$ cat src/rtl/met_pkg.sv
// ----------------------------------------------------------------------------
// met_pkg
// Shared types and constants for the escape-time pixel engine.
// ----------------------------------------------------------------------------
package met_pkg;

    localparam int PIX_W         = 9;
    localparam int DIM_W         = 10;
    localparam int CNT_W         = 16;
    localparam int CFG_IDX_W     = 3;

    localparam int DEF_MAX_DIM   = 512;
    localparam int DEF_FRAC_BITS = 32;

    // reset view: 90 x 90 pixels, span 3.0 on both axes, centre 0, limit 50
    localparam int RST_DIM       = 90;
    localparam int RST_SPAN_INT  = 3;
    localparam int RST_MAX_ITER  = 50;

    // escape when |z|^2 reaches this integer value
    localparam int ESC_BOUND_INT = 9;

    typedef enum logic [CFG_IDX_W-1:0] {
        CFG_IMAGE_WIDTH    = 3'd0,
        CFG_IMAGE_HEIGHT   = 3'd1,
        CFG_SPAN_REAL      = 3'd2,
        CFG_SPAN_IMAG      = 3'd3,
        CFG_CENTER_REAL    = 3'd4,
        CFG_CENTER_IMAG    = 3'd5,
        CFG_MAX_ITERATIONS = 3'd6
    } cfg_idx_t;

    typedef struct packed {
        logic [PIX_W-1:0] pixel_x;
        logic [PIX_W-1:0] pixel_y;
    } pixel_t;

    typedef struct packed {
        logic [PIX_W-1:0] out_x;
        logic [PIX_W-1:0] out_y;
        logic [CNT_W-1:0] escape_count;
    } result_t;

    // controller -> datapath
    typedef struct packed {
        logic load;
        logic map_mul;
        logic div_start;
        logic map_fin;
        logic it_mul;
        logic it_sum;
        logic it_sat;
        logic it_upd;
    } cmd_t;

    // datapath -> controller
    typedef struct packed {
        logic div_done;
        logic escape;
        logic last;
    } stat_t;

endpackage

$ cat src/rtl/met_ctrl.sv
// ----------------------------------------------------------------------------
// met_ctrl
// Sequencer: mapping, divide wait, then the four-step iteration loop.
// ----------------------------------------------------------------------------
module met_ctrl
    import met_pkg::*;
(
    input  logic  clk,
    input  logic  rst_n,
    input  logic  start,
    input  stat_t stat,
    output cmd_t  cmd,
    output logic  busy,
    output logic  done
);

    typedef enum logic [3:0] {
        ST_IDLE,
        ST_MAP_MUL,
        ST_DIV_LOAD,
        ST_DIV_WAIT,
        ST_MAP_FIN,
        ST_IT_MUL,
        ST_IT_SUM,
        ST_IT_SAT,
        ST_IT_UPD
    } state_t;

    state_t state_reg;
    state_t state_next;
    logic   busy_reg;
    logic   busy_next;
    logic   done_reg;
    logic   done_next;

    always_comb
    begin
        state_next = state_reg;
        busy_next  = busy_reg;
        done_next  = 1'b0;
        unique case (state_reg)
            ST_IDLE:
            begin
                if (start)
                begin
                    state_next = ST_MAP_MUL;
                    busy_next  = 1'b1;
                end
            end
            ST_MAP_MUL:  state_next = ST_DIV_LOAD;
            ST_DIV_LOAD: state_next = ST_DIV_WAIT;
            ST_DIV_WAIT:
            begin
                if (stat.div_done)
                begin
                    state_next = ST_MAP_FIN;
                end
            end
            ST_MAP_FIN:  state_next = ST_IT_MUL;
            ST_IT_MUL:   state_next = ST_IT_SUM;
            ST_IT_SUM:   state_next = ST_IT_SAT;
            ST_IT_SAT:   state_next = ST_IT_UPD;
            ST_IT_UPD:
            begin
                if (stat.escape || stat.last)
                begin
                    state_next = ST_IDLE;
                    busy_next  = 1'b0;
                    done_next  = 1'b1;
                end
                else
                begin
                    state_next = ST_IT_MUL;
                end
            end
            default:
            begin
                state_next = ST_IDLE;
                busy_next  = 1'b0;
            end
        endcase
    end

    always_ff @(posedge clk or negedge rst_n)
    begin
        if (!rst_n)
        begin
            state_reg <= ST_IDLE;
            busy_reg  <= 1'b0;
            done_reg  <= 1'b0;
        end
        else
        begin
            state_reg <= state_next;
            busy_reg  <= busy_next;
            done_reg  <= done_next;
        end
    end

    assign cmd.load      = (state_reg == ST_IDLE) && start;
    assign cmd.map_mul   = (state_reg == ST_MAP_MUL);
    assign cmd.div_start = (state_reg == ST_DIV_LOAD);
    assign cmd.map_fin   = (state_reg == ST_MAP_FIN);
    assign cmd.it_mul    = (state_reg == ST_IT_MUL);
    assign cmd.it_sum    = (state_reg == ST_IT_SUM);
    assign cmd.it_sat    = (state_reg == ST_IT_SAT);
    assign cmd.it_upd    = (state_reg == ST_IT_UPD);

    assign busy = busy_reg;
    assign done = done_reg;

endmodule

$ cat config.mk
export PLATFORM = sky130hd
export DESIGN_NAME = met_ctrl
export DESIGN_NICKNAME = d
export VERILOG_FILES = /design/src/rtl/met_pkg.sv /design/src/rtl/met_ctrl.sv
export SDC_FILE = /design/constraint.sdc
export NUM_CORES = 1
export LEC_CHECK = 0
export BUFFER_PORTS_ARGS = -buffer_cell sky130_fd_sc_hd__buf_4
export CORE_AREA = 2 2 39 41
export CTS_CLUSTER_DIAMETER = 200
export DETAILED_ROUTE_END_ITERATION = 7
export DIE_AREA = 0 0 41 43
export GPL_ROUTABILITY_DRIVEN = 1
export PLACE_DENSITY = 0.55
export SKIP_CTS_REPAIR_TIMING = 1
export SLEW_MARGIN = 20
export SYNTH_ARGS = -nofsm -noshare
export SYNTH_HDL_FRONTEND = slang
export SYNTH_SLANG_ARGS = --single-unit
$ cat constraint.sdc
create_clock -name clk -period 2.7 [get_ports clk]
set_input_delay 0.81 -clock clk [delete_from_list [all_inputs] [get_ports clk]]
set_output_delay 0.81 -clock clk [all_outputs]
set_load 0.1 [all_outputs]
Word level (Yosys, flattened, before mapping)
Index checks and enable logic that the tools add are counted.
Word-level totals
  output and inout bits: 10
  flip-flop bits (word level): 6
  logic and storage cells: 30
  bits of input ports: 6
Cells by class
  reduce and logical (&&, ||, !) cells: 6
  bitwise gates (word level): 1
  eq/ne operators: 11
  muxes and demuxes: 9
Operator list (number)
  $pmux W4 S9: 1
  $eq A4 B3 Y1 const B: 4
  $eq A4 B2 Y1 const B: 2
  $mux W4: 2
  $reduce_or A7 Y1: 1
  $eq A4 B1 Y1 const B: 1
  $eq A4 B4 Y1 const B: 1
  $logic_not A4 Y1: 1
  $mux W1: 4
  $ne A2 B2 Y1 const B: 2
  $mux W3: 1
  $pmux W1 S3: 1
  $reduce_and A3 Y1: 1
  $ne A2 B1 Y1 const B: 1
  $reduce_and A2 Y1: 1
  $logic_and A1 B1 Y1: 1
  $logic_or A1 B1 Y1: 1
  $not A1 Y1: 1

Depth between registers and ports, before layout
  word-level depth: 4
  gate-level depth with buffers: 4

Worst setup path before layout
Ideal clock, no wire load.
  path kind: register -> output
  start point: register state_reg[3]
  end point: output port cmd[4] (netlist name)
  stages on the path, launching flop included: 4
  path slack: -839 ps
  arrival time: 2729 ps
  path buffers: 1
  cells stage by stage: dfrtp_1 > buf_2 > nand2b_1 > nor3_1
RTL lines
  from (decl): RTL line met_ctrl.sv:29  | state_t state_reg;
  from (signal assigned): RTL line met_ctrl.sv:94  | state_reg <= state_next;
  to (decl): RTL line met_ctrl.sv:12  | output cmd_t cmd,

==> run metrics <==
status=complete, no violations; fin worst setup slack=0.424 ns; unrepaired setup endpoints after global routing=no; vias in the first global route=325; placed insts=68; largest cells by area after synthesis=dfrtp_1, nor2_1, nor3_1, nor3_4, nand2b_1; Post-DP HPWL=547 µm; first-pass GRT wire length=1.31 mm; # H-tree levels=1; Fin Clk Skew=0.000137 ns; most common cell after layout, fill and taps aside=buf_4; Iter 0 DRT Violations=10; clk_lat worst skew=0.24 ns; Syn Std Cell Area=349 µm²; WL final=711 µm; crit path DAT=1.47 ns; Ys Warns=0; layout cell share with drive strength beyond 1=0.364; die extent in y=43 µm; total CTS buffers=3; Core ar.=1380 µm²; antenna violations before repair=0; vias per cell=4.52; post-synthesis cell type count=18; Syn Inst Count=40; Period minus WS final=2.28 ns; Post-Syn Area per Cell=8.73 µm²; Wirelength per Cell=10.0 µm; Finished Layout Cells=71; start point of the critical path=state_reg[0]; CTS tree=done; Max-slew headroom=0.786; min-delay worst type=in -> async; initial core utilization=0.252; share of the synthesized area in the top cell type=0.430; DRT Pass-1 Iters=2; endpoints failing hold=0; Clock Sinks=6; critical path class=reg -> out; max reg flops=4; row count=14; I/O Buffers=15; Nets=63; total gr overflow=0; gpl congestion=0.742; CTS Root Cell=clkbuf_4; Die X=41 µm; reg2reg start=state_reg[0]; CP required=1.89 ns; Area growth, synth to finish=38.4%; most frequent cells in the layout=buf_4, nor2_1, dfrtp_1; full die area=1760 µm²; Hold Slack=0.367 ns; Finish-stage setup viols=0; Worst-Margin Slew=0.321 ns; Vias=321; Boundary Pins=16; antenna viol nets, final=0; GRT Resource Usage Total=0.119; largest net degree at the start of global routing=11; clk buf depth=2; Max Cap Viol=0; final setup TNS=0 ns; Place WS=0.569 ns; DR DRC count=0; Final Slew Violations=0; Clock transition at path regs=0.04 ns; Setup crit start kind=flop; largest area contributor in the netlist=dfrtp_1; crit end category=primary output; Seq/Total Area, Yosys=0.430; Antenna Cells=0; Final period util=0.843; syn_nets=46; critical path fanouts, max=9; Filler Cells Inserted=145; fmax=0.439 GHz; synthesized flop and latch total=6
[kinds of logic (layout without fill, tap and decap cells)]
group / after synthesis / after routing / share of synthesized area
flops: 6 / 6 / 0.430
buf+inv: 3 / 18 / 0.0609
compound gates: 7 / 7 / 0.111
simple gates: 24 / 24 / 0.398
[critical path, cell delays in order (launching register included)]
cell and delay [ns]:
dfrtp_1 0.50, or2b_1 0.27, nor3_1 0.14, buf_4 0.32
[synth_stat cells]
cell type  count
nor2_1         9
o21ai_1        2
a21oi_1        2
and2_4         1
nand2_1        1
nor3_4         1
buf_2          2
nand3_1        2
and2b_1        1
nand2b_1       2
a2bb2oi_1      1
nor3_1         4
buf_6          1
and4b_1        1
o21ai_0        2
dfrtp_1        6
and3b_1        1
or2b_1         1
[per-layer routing]
| layer | global-route usage | wire [µm] | vias up | part of all wire |
|---|---|---|---|---|
| li1 | - | - | 168 | - |
| met4 | 0.120 | 0 | 0 | 0 |
| met5 | 0 | 0 | - | 0 |
| met3 | 0.0314 | 7 | 0 | 0.0098 |
| met2 | 0.178 | 436 | 2 | 0.61 |
| met1 | 0.121 | 267 | 151 | 0.38 |
[final cells by class]
| type | count | area, µm² | share of cell area |
|---|---|---|---|
| clock buffers | 3 | 22.5 | 0.0466 |
| multi-input cells | 31 | 178 | 0.368 |
| repair buffers | 15 | 113 | 0.233 |
| well taps | 16 | 20.0 | 0.0415 |
| flip-flops and latches | 6 | 150 | 0.311 |
[metrics by stage]
stage / cell area [µm²] / util
2_1_floorplan: 349 / -
3_3_place_gp: 460 / 0.333
3_5_place_dp: 460 / 0.333
4_1_cts: 483 / 0.349
5_1_grt: 483 / 0.349
6_report: 483 / 0.349
[path summary, 6_finish.rpt]
path                                end  slack, ns  cells after the start
setup / recovery                 cmd[6]       0.42                      3
hold / removal                     done       0.37                      1
setup reg to reg                   done       1.57                      3
hold reg to reg                    busy       0.57                      2
max in group asynchronous  state_reg[3]       2.23                      1
min in group clk                   busy       0.57                      2
Power is not shown: default switching activity piles up to over one toggle a cycle in this logic, so the estimate is an artifact.
